--- src/rtl/b64lw_pkg.sv ---
// Package: shared constants, types and the symbol table of the base64 line encoder.
package b64lw_pkg;

  localparam int LINE_CHARS = 76;
  localparam int COL_W      = 7;

  localparam logic [7:0] CHAR_NL  = 8'd10;
  localparam logic [7:0] CHAR_PAD = 8'd61;

  // One closed group handed from the front to the back.
  typedef struct packed {
    logic [5:0] s0;
    logic [5:0] s1;
    logic [5:0] s2;
    logic [5:0] s3;
    logic [1:0] have;   // real bytes in the group, 1 to 3
    logic       nl;     // a newline follows the four characters
  } group_t;

  // Front status, watched by the top level.
  typedef struct packed {
    logic [1:0]       pend_cnt;
    logic [COL_W-1:0] column;
  } front_stat_t;

  // Map a 6-bit value to its base64 symbol.
  function automatic logic [7:0] sym(input logic [5:0] v);
    logic [7:0] w;
    begin
      w = {2'b00, v};
      if (v < 6'd26)      sym = w + 8'd65;   // A-Z
      else if (v < 6'd52) sym = w + 8'd71;   // a-z
      else if (v < 6'd62) sym = w - 8'd4;    // 0-9
      else if (v == 6'd62) sym = 8'd43;      // +
      else                 sym = 8'd47;      // /
    end
  endfunction

endpackage

--- src/rtl/b64lw_if.sv ---
// Interfaces: byte input channel and character output channel.
interface b64lw_in_if;
  logic       valid;
  logic       ready;
  logic [7:0] data_byte;
  logic       is_final;

  modport source (output valid, output data_byte, output is_final, input ready);
  modport sink   (input valid, input data_byte, input is_final, output ready);
endinterface

interface b64lw_out_if;
  logic       valid;
  logic       ready;
  logic [7:0] out_char;
  logic       run_last;

  modport source (output valid, output out_char, output run_last, input ready);
  modport sink   (input valid, input out_char, input run_last, output ready);
endinterface

--- src/rtl/b64lw_front.sv ---
// Front: gather bytes into groups, split them into sextets, track the line column.
module b64lw_front (
  input  logic                 clk,
  input  logic                 rst_n,
  b64lw_in_if.sink             in_ch,
  output logic                 q_push,
  output b64lw_pkg::group_t    q_entry,
  input  logic                 q_full,
  output b64lw_pkg::front_stat_t stat
);

  logic [1:0]                  held_r;
  logic [7:0]                  a_r, b_r;
  logic [b64lw_pkg::COL_W-1:0] column_r;

  logic                        accept, close_grp, line_full;
  logic [7:0]                  a, b, c;
  logic [b64lw_pkg::COL_W-1:0] col4;

  assign in_ch.ready = !q_full;
  assign accept      = in_ch.valid && in_ch.ready;
  assign close_grp   = in_ch.is_final || (held_r == 2'd2);
  assign q_push      = accept && close_grp;

  always_comb begin
    a = (held_r == 2'd0) ? in_ch.data_byte : a_r;
    b = (held_r == 2'd0) ? 8'd0 : ((held_r == 2'd1) ? in_ch.data_byte : b_r);
    c = (held_r == 2'd2) ? in_ch.data_byte : 8'd0;
  end

  assign col4      = column_r + b64lw_pkg::COL_W'(4);
  assign line_full = col4 >= b64lw_pkg::COL_W'(b64lw_pkg::LINE_CHARS);

  always_comb begin
    q_entry.s0   = a[7:2];
    q_entry.s1   = {a[1:0], b[7:4]};
    q_entry.s2   = {b[3:0], c[7:6]};
    q_entry.s3   = c[5:0];
    q_entry.have = held_r + 2'd1;
    // a final byte always leaves a non-empty line unless it was just wrapped
    q_entry.nl   = line_full || in_ch.is_final;
  end

  always_ff @(posedge clk) begin
    if (!rst_n) begin
      held_r   <= 2'd0;
      column_r <= '0;
    end else if (accept) begin
      if (close_grp) begin
        held_r   <= 2'd0;
        column_r <= (line_full || in_ch.is_final) ? '0 : col4;
      end else begin
        held_r   <= held_r + 2'd1;
      end
    end
  end

  // hold incoming bytes; no reset needed on payload
  always_ff @(posedge clk) begin
    if (accept && !close_grp) begin
      if (held_r == 2'd0) a_r <= in_ch.data_byte;
      else                b_r <= in_ch.data_byte;
    end
  end

  assign stat.pend_cnt = held_r;
  assign stat.column   = column_r;

endmodule

--- src/rtl/b64lw_queue.sv ---
// Queue: two-entry FIFO of closed groups between front and back.
module b64lw_queue (
  input  logic              clk,
  input  logic              rst_n,
  input  logic              push,
  input  b64lw_pkg::group_t push_entry,
  output logic              full,
  input  logic              pop,
  output logic              valid,
  output b64lw_pkg::group_t pop_entry
);

  b64lw_pkg::group_t mem_r [2];
  logic              wr_ptr_r, rd_ptr_r;
  logic [1:0]        cnt_r;

  assign full      = (cnt_r == 2'd2);
  assign valid     = (cnt_r != 2'd0);
  assign pop_entry = mem_r[rd_ptr_r];

  always_ff @(posedge clk) begin
    if (!rst_n) begin
      wr_ptr_r <= 1'b0;
      rd_ptr_r <= 1'b0;
      cnt_r    <= 2'd0;
    end else begin
      if (push) wr_ptr_r <= !wr_ptr_r;
      if (pop)  rd_ptr_r <= !rd_ptr_r;
      if (push && !pop)      cnt_r <= cnt_r + 2'd1;
      else if (pop && !push) cnt_r <= cnt_r - 2'd1;
    end
  end

  always_ff @(posedge clk) begin
    if (push) mem_r[wr_ptr_r] <= push_entry;
  end

endmodule

--- src/rtl/b64lw_back.sv ---
// Back: emit group characters via an output register, one per cycle unless stalled.
module b64lw_back (
  input  logic              clk,
  input  logic              rst_n,
  input  logic              q_valid,
  input  b64lw_pkg::group_t q_entry,
  output logic              q_pop,
  b64lw_out_if.source       out_ch
);

  b64lw_pkg::group_t cur_r;
  logic              busy_r;
  logic [2:0]        idx_r;
  logic              out_valid_r, out_last_r;
  logic [7:0]        out_char_r;

  logic [7:0]        char_c;
  logic              last_c, advance, done;

  always_comb begin
    case (idx_r)
      3'd0:    char_c = b64lw_pkg::sym(cur_r.s0);
      3'd1:    char_c = b64lw_pkg::sym(cur_r.s1);
      3'd2:    char_c = (cur_r.have >= 2'd2) ? b64lw_pkg::sym(cur_r.s2) : b64lw_pkg::CHAR_PAD;
      3'd3:    char_c = (cur_r.have == 2'd3) ? b64lw_pkg::sym(cur_r.s3) : b64lw_pkg::CHAR_PAD;
      default: char_c = b64lw_pkg::CHAR_NL;
    endcase
  end

  assign last_c  = ((idx_r == 3'd3) && !cur_r.nl) || (idx_r == 3'd4);
  assign advance = busy_r && (!out_valid_r || out_ch.ready);
  assign done    = advance && last_c;
  assign q_pop   = q_valid && (!busy_r || done);

  always_ff @(posedge clk) begin
    if (!rst_n) begin
      busy_r      <= 1'b0;
      idx_r       <= 3'd0;
      out_valid_r <= 1'b0;
    end else begin
      if (advance) begin
        out_valid_r <= 1'b1;
      end else if (out_ch.ready) begin
        out_valid_r <= 1'b0;
      end
      if (q_pop) begin
        busy_r <= 1'b1;
        idx_r  <= 3'd0;
      end else begin
        if (done)    busy_r <= 1'b0;
        if (advance) idx_r  <= idx_r + 3'd1;
      end
    end
  end

  always_ff @(posedge clk) begin
    if (q_pop) cur_r <= q_entry;
    if (advance) begin
      out_char_r <= char_c;
      out_last_r <= last_c;
    end
  end

  assign out_ch.valid    = out_valid_r;
  assign out_ch.out_char = out_char_r;
  assign out_ch.run_last = out_last_r;

endmodule

--- src/rtl/base64_line_wrapped_encoder_unit.sv ---
// Top level: MIME base64 encoder with 76-column line wrapping.
// Takes one message byte per request and emits base64 characters, one per request, on
// the output channel. Every third byte, or the byte marked final, closes a group that
// turns into four characters ('=' pads a short final group), followed by a newline when
// the line reaches 76 characters or when the message ends on a non-empty line; the last
// character caused by a byte carries run_last. The front accepts a byte in every cycle
// while the two-entry group queue has room; the back drains the queue at one character
// per cycle while the output channel is ready, so the output port sets the sustained
// rate. A closed group passes through the group queue and the back's group register
// before its first character reaches the output register. A zero-length message cannot
// be expressed.
module base64_line_wrapped_encoder_unit (
  input  logic        clk,
  input  logic        rst_n,
  b64lw_in_if.sink    in_ch,
  b64lw_out_if.source out_ch
);

  logic                   q_push, q_full, q_pop, q_valid;
  b64lw_pkg::group_t      push_entry, pop_entry;
  b64lw_pkg::front_stat_t stat;

  // classify bytes and close groups
  b64lw_front u_front (
    .clk     (clk),
    .rst_n   (rst_n),
    .in_ch   (in_ch),
    .q_push  (q_push),
    .q_entry (push_entry),
    .q_full  (q_full),
    .stat    (stat)
  );

  // decouple the byte side from the character side
  b64lw_queue u_queue (
    .clk        (clk),
    .rst_n      (rst_n),
    .push       (q_push),
    .push_entry (push_entry),
    .full       (q_full),
    .pop        (q_pop),
    .valid      (q_valid),
    .pop_entry  (pop_entry)
  );

  // serialize groups into characters
  b64lw_back u_back (
    .clk     (clk),
    .rst_n   (rst_n),
    .q_valid (q_valid),
    .q_entry (pop_entry),
    .q_pop   (q_pop),
    .out_ch  (out_ch)
  );

  // Never push into a full queue.
  a_no_overflow: assert property (@(posedge clk) disable iff (!rst_n)
    !(q_push && q_full))
    else $error("group queue overflow");

  // A final byte returns the front to its reset state.
  a_final_clears: assert property (@(posedge clk) disable iff (!rst_n)
    (in_ch.valid && in_ch.ready && in_ch.is_final) |=>
      (stat.pend_cnt == 2'd0) && (stat.column == '0))
    else $error("front state not cleared after final byte");

  // Column stays below the line length between groups.
  a_column_range: assert property (@(posedge clk) disable iff (!rst_n)
    stat.column < b64lw_pkg::COL_W'(b64lw_pkg::LINE_CHARS))
    else $error("column count out of range");

  // A newline is always the last character of its byte.
  a_nl_last: assert property (@(posedge clk) disable iff (!rst_n)
    (out_ch.valid && (out_ch.out_char == b64lw_pkg::CHAR_NL)) |-> out_ch.run_last)
    else $error("newline not marked last");

endmodule

--- src/flat_wrapper.sv ---
// flat-port wrapper written by rule: the top's interface ports become plain ports
module base64_line_wrapped_encoder_unit_flat 
  (clk, rst_n, in_ch_valid, in_ch_data_byte, in_ch_is_final, in_ch_ready, out_ch_valid, out_ch_out_char, out_ch_run_last, out_ch_ready);
  b64lw_in_if in_ch_i ();
  b64lw_out_if out_ch_i ();
  input  logic clk;
  input  logic rst_n;
  input wire logic [$bits(in_ch_i.valid)-1:0] in_ch_valid;
  input wire logic [$bits(in_ch_i.data_byte)-1:0] in_ch_data_byte;
  input wire logic [$bits(in_ch_i.is_final)-1:0] in_ch_is_final;
  output wire logic [$bits(in_ch_i.ready)-1:0] in_ch_ready;
  output wire logic [$bits(out_ch_i.valid)-1:0] out_ch_valid;
  output wire logic [$bits(out_ch_i.out_char)-1:0] out_ch_out_char;
  output wire logic [$bits(out_ch_i.run_last)-1:0] out_ch_run_last;
  input wire logic [$bits(out_ch_i.ready)-1:0] out_ch_ready;
  assign in_ch_i.valid = in_ch_valid;
  assign in_ch_i.data_byte = in_ch_data_byte;
  assign in_ch_i.is_final = in_ch_is_final;
  assign in_ch_ready = in_ch_i.ready;
  assign out_ch_valid = out_ch_i.valid;
  assign out_ch_out_char = out_ch_i.out_char;
  assign out_ch_run_last = out_ch_i.run_last;
  assign out_ch_i.ready = out_ch_ready;
  base64_line_wrapped_encoder_unit u_core (.clk(clk), .rst_n(rst_n), .in_ch(in_ch_i), .out_ch(out_ch_i));
endmodule
--- config.mk ---
export PLATFORM = sky130hd
export DESIGN_NAME = base64_line_wrapped_encoder_unit_flat
export DESIGN_NICKNAME = d
export VERILOG_FILES = /design/src/rtl/b64lw_pkg.sv /design/src/rtl/b64lw_if.sv /design/src/rtl/b64lw_front.sv /design/src/rtl/b64lw_queue.sv /design/src/rtl/b64lw_back.sv /design/src/rtl/base64_line_wrapped_encoder_unit.sv /design/src/flat_wrapper.sv
export SDC_FILE = /design/constraint.sdc
export NUM_CORES = 1
export LEC_CHECK = 0
export ABC_AREA = 1
export ABC_CLOCK_PERIOD_IN_PS = 6200
export BUFFER_PORTS_ARGS = -buffer_cell sky130_fd_sc_hd__buf_2
export CAP_MARGIN = 25
export CELL_PAD_IN_SITES_DETAIL_PLACEMENT = 0
export CELL_PAD_IN_SITES_GLOBAL_PLACEMENT = 1
export CORE_ASPECT_RATIO = 0.8
export CORE_UTILIZATION = 35
export CTS_BUF_LIST = sky130_fd_sc_hd__clkbuf_2
export DETAILED_ROUTE_END_ITERATION = 16
export PLACE_DENSITY = 0.68
export RECOVER_POWER = 100
export SYNTH_ARGS = -nofsm -noshare
export SYNTH_HDL_FRONTEND = slang
export SYNTH_SLANG_ARGS = --single-unit
--- constraint.sdc ---
create_clock -name clk -period 6.2 [get_ports clk]
set_clock_uncertainty 0.15 [all_clocks]
set_input_delay 0.62 -clock clk [delete_from_list [all_inputs] [get_ports clk]]
set_output_delay 0.62 -clock clk [all_outputs]
set_load 0.05 [all_outputs]
==> tab_implementation.tex <==
\begin{tabular}{lr}
\hline
Metric & Value \\
\hline
\multicolumn{2}{l}{\textbf{Synthesis}} \\
\quad Share of the synthesized area in the top cell type & 0.484 \\
\quad Register area share after synthesis & 0.533 \\
\quad Xor/xnor share of the synthesized area & 0.0200 \\
\quad Dominant combinational cell family by area after synthesis & simple AND/OR/NAND/NOR gates \\
\quad Number of synthesized flops with an enable pin & between 100 and 150 \\
\quad Fraction of the mapped netlist area in compound gates & 0.0644 \\
\quad Share of async-settable or async-resettable flops after synthesis & 0 \\
\quad Syn Nets & about 800 \\
\quad Yosys warnings & 0 \\
\quad Most used flip-flop cell after synthesis & sky130\_fd\_sc\_hd\_\_edfxtp\_1 \\
\quad Cell count after synthesis & about 740 \\
\quad Simple-Gate Fraction of Synth Area & 0.242 \\
\quad Most numerous cell types in the synthesized netlist & sky130\_fd\_sc\_hd\_\_nand2\_1, sky130\_fd\_sc\_hd\_\_edfxtp\_1, sky130\_fd\_sc\_hd\_\_inv\_1 \\
\quad Adder and majority cell fraction of the synthesized area & 0.0590 \\
\quad Multiplexer fraction of the synthesized cell area & 0.0137 \\
\quad Flop and latch count out of synthesis & 122 \\
\quad Post-synthesis cell type count & 40 \\
\quad Cell types with the largest area share after synthesis & sky130\_fd\_sc\_hd\_\_edfxtp\_1, sky130\_fd\_sc\_hd\_\_nand2\_1, sky130\_fd\_sc\_hd\_\_ha\_1, sky130\_fd\_sc\_hd\_\_inv\_1, sky130\_fd\_sc\_hd\_\_dfxtp\_1 \\
\quad Avg Synthesized Cell Area & just under 9 um\^{}2 \\
\quad Most numerous cell in the Yosys netlist & sky130\_fd\_sc\_hd\_\_nand2\_1 \\
\quad Largest area contributor in the netlist & sky130\_fd\_sc\_hd\_\_edfxtp\_1 \\
\quad Post-synthesis cell area & approximately 6600 um\^{}2 \\
\multicolumn{2}{l}{\textbf{Critical path}} \\
\quad Largest fanout of any net on the critical path & 28 \\
\quad Number of cells traversed by the worst register-to-register path & 7 \\
\quad Kind of cell with the highest combined delay on the critical path & buffers and inverters \\
\quad CP max-delay cell & sky130\_fd\_sc\_hd\_\_clkbuf\_1 \\
\quad CP Data Required Time & roughly 6.3 ns \\
\quad Crit path depth & 7 \\
\quad Worst Setup Start Kind & flip-flop \\
\quad Crit path cell chain & inv\_1 > ha\_1 > nor2\_1 > nor2\_1 > clkinvlp\_2 > nor2\_2 > clkbuf\_1 \\
\quad Slack of the worst reg-to-reg path & 2.38 ns \\
\quad Critical Path Max Stage Delay & approximately 1.2 ns \\
\quad Number of buffer and inverter stages on the critical path & 3 \\
\quad Path type of the worst setup path & flip-flop to flip-flop \\
\quad Critical path data arrival time & 3.93 ns \\
\quad Cell occurring most often along the worst timing path & sky130\_fd\_sc\_hd\_\_nor2\_1 \\
\quad Endpoint kind of the worst setup timing path & flip-flop \\
\multicolumn{2}{l}{\textbf{Power}} \\
\quad Leakage power summed over all cells & roughly 3.1 nW \\
\quad Pwr/cell area & roughly 440 nW/um\^{}2 \\
\quad IR Drop Worst-Case VDD & 0.134 mV \\
\multicolumn{2}{l}{\textbf{Clocking}} \\
\quad H-tree level count & 4 \\
\quad Post-CTS Setup Repair Bufs & 0 \\
\quad Number of gates resized after CTS & 0 \\
\quad Clock tree root driver cell & sky130\_fd\_sc\_hd\_\_clkbuf\_2 \\
\quad Sink Count & 122 \\
\quad CTS tree & yes \\
\quad Clk buf depth & 2 \\
\quad Clk slew on worst S/H paths & 0.19 ns \\
\quad Clock buffer count from CTS & 17 \\
\quad Clock Latency Late Sink & $\sim$0.67 ns \\
\quad Cts-stage hold buffer count & 8 \\
\multicolumn{2}{l}{\textbf{Routing}} \\
\quad Via total after detailed routing & 4823 \\
\quad Vias per cell & between 4 and 5 \\
\quad Routed Wire Length & between 10000 and 15000 um \\
\quad Post-route antenna net violation count & 0 \\
\quad Starting DRC count in detailed routing & between 300 and 400 \\
\quad Number of DRC violations after detailed routing & 0 \\
\quad First-pass detailed-route iteration total & 5 \\
\quad Average detailed-routed wire length per instance & $\sim$13 um \\
\multicolumn{2}{l}{\textbf{Finish}} \\
\quad Net count, final & 823 \\
\quad Area growth, synth to finish & 8.87\% \\
\quad Diode count & 0 \\
\quad Proportion of layout cells with a drive suffix above 1 & 0.0619 \\
\quad Post-Layout Cell Count & around 1000 \\
\multicolumn{2}{l}{\textbf{Place}} \\
\quad Detailed placement HPWL & $\sim$10000 um \\
\quad IO buf count & 23 \\
\quad RD Place Congestion & 0.888 \\
\quad Inst Count DP & 1005 \\
\multicolumn{2}{l}{\textbf{Timing}} \\
\quad Transition at the pin with the smallest max-transition slack & around 1.6 ns \\
\quad Final hold viol count & 0 \\
\quad Total count of max-transition violations in the final report & 57 \\
\quad Final period demand of the worst path & roughly 3.8 ns \\
\quad Total setup violations reported at the end of the flow & 0 \\
\quad TNS Setup & 0 ns \\
\quad Upper clock frequency limit & $\sim$0.26 GHz \\
\quad Period Utilization, post-route & 0.616 \\
\quad Worst-case headroom to the max-slew limit & -0.0703 \\
\quad RSZ-0062 raised after global routing & no \\
\multicolumn{2}{l}{\textbf{Floorplanning}} \\
\quad Starting density of the core & 0.359 \\
\quad I/O pin count & 24 \\
\quad Die X & between 150 and 200 um \\
\quad Row count & 44 \\
\quad Die Footprint & just under 20000 um\^{}2 \\
\quad Die extent in y & roughly 120 um \\
\quad Placeable core area & 18300 um\^{}2 \\
\multicolumn{2}{l}{\textbf{GRT}} \\
\quad Vias in the first global route & approximately 4700 \\
\quad Number of antenna violations at the first check in global routing & 0 \\
\quad First-pass GRT wire length & roughly 23000 um \\
\quad Total gr overflow & 0 \\
\quad Largest net degree at the start of global routing & 30 \\
\quad Total routing usage reported by global routing & 0.154 \\
\multicolumn{2}{l}{\textbf{Worst hold path}} \\
\quad Hold Path Class & input pin to flip-flop \\
\quad Worst hold path depth & 3 \\
\multicolumn{2}{l}{\textbf{Outcome}} \\
\quad Violations in the final reports & capacitance limit, slew limit \\
\quad Status & finished, violations left \\
\multicolumn{2}{l}{\textbf{Run}} \\
\quad \# Max-Cap Violations & 2 \\
\hline
\end{tabular}
-- stage by stage --
step	utilization	power (mW)	area [um^2]	setup WS, ns	hold slack (ns)
final	0.391	3.11	7150	2.38	0.0940
after global routing	0.391	3.38	7150	2.05	0.0166
after CTS	0.396	3.16	7230	3.30	0.0132
after detailed placement	0.379	2.68	6930	3.31	0.324
after global placement	0.379	2.66	6930	3.44	0.319
after floorplan	-	2.33	6570	3.41	0.306
-- flip-flops by register name, indices dropped and copies added, names as in the netlist --
register	count
u_core.u_queue.mem_r	54
u_core.u_back.cur_r	27
u_core.u_back.out_ch.out_char	8
u_core.u_front.a_r	8
u_core.u_front.b_r	8
u_core.u_front.column_r	5
u_core.u_back.idx_r	3
u_core.u_front.held_r	2
u_core.u_queue.cnt_r	2
u_core.u_back.busy_r	1
u_core.u_back.out_ch.run_last	1
u_core.u_back.out_ch.valid	1
u_core.u_queue.rd_ptr_r	1
u_core.u_queue.wr_ptr_r	1
-- worst min-delay path: stages --
cell,delay (ns)
sky130_fd_sc_hd__buf_2,0.15
sky130_fd_sc_hd__o21ai_0,0.08
sky130_fd_sc_hd__a21oi_1,0.05
-- placed cells by master, fill, tap and decap left out, types with 6 or more instances in the layout --
master,netlist,layout
sky130_fd_sc_hd__clkbuf_2,3,18
sky130_fd_sc_hd__dlygate4sd3_1,0,8
sky130_fd_sc_hd__nand3_1,42,43
sky130_fd_sc_hd__o21ai_0,27,29
sky130_fd_sc_hd__nand2_1,267,268
sky130_fd_sc_hd__clkbuf_1,4,22
sky130_fd_sc_hd__inv_1,87,88
sky130_fd_sc_hd__ha_1,31,31
sky130_fd_sc_hd__a21oi_1,31,33
sky130_fd_sc_hd__dfxtp_1,16,16
sky130_fd_sc_hd__xor2_1,10,10
sky130_fd_sc_hd__mux2_1,0,8
sky130_fd_sc_hd__nand2_2,6,6
sky130_fd_sc_hd__nor2_1,48,47
sky130_fd_sc_hd__edfxtp_1,106,106
-- cell type report --
type | instances | area, um^2
fill | 1880 | 11100
sequential | 122 | 3500
multi-input combinational | 512 | 2580
inverter | 92 | 348
tap | 253 | 317
timing repair buffer | 34 | 183
clock inverter | 13 | 128
clock buffer | 18 | 90.1
-- per-layer routing --
| metal | wire length (um) | global-route usage | vias up |
|---|---|---|---|
| met5 | 0 | 0 | - |
| met4 | 164 | 0.0433 | 0 |
| met3 | 520 | 0.0355 | 10 |
| met2 | 5860 | 0.235 | 84 |
| met1 | 7420 | 0.219 | 2231 |
| li1 | - | - | 2498 |
-- report_power, final --
group	switching, mW	internal [mW]
sequential	0.175	1.14
clock	0.297	0.180
combinational	0.917	0.405
-- cells by family after synthesis --
family,Yosys count
AND/OR/NAND/NOR,384
flip-flops,122
buffers and inverters,110
AO/OA/AOI/OAI,74
adder cells (fa/ha/maj),31
XOR/XNOR,15
multiplexers,8
-- worst paths after layout --
check                                             to                             startpoint
max            u_core.u_queue.mem_r[1][12]$_DFFE_PP_  u_core.u_front.held_r[0]$_SDFFE_PN0P_
min          u_core.u_front.column_r[2]$_SDFFE_PN0P_                                  rst_n
max reg2reg    u_core.u_queue.mem_r[1][12]$_DFFE_PP_  u_core.u_front.held_r[0]$_SDFFE_PN0P_
min reg2reg  u_core.u_back.out_ch.valid$_SDFFE_PN0P_      u_core.u_back.busy_r$_SDFFE_PN0P_
Note: power is estimated with default switching activity, not from simulation.
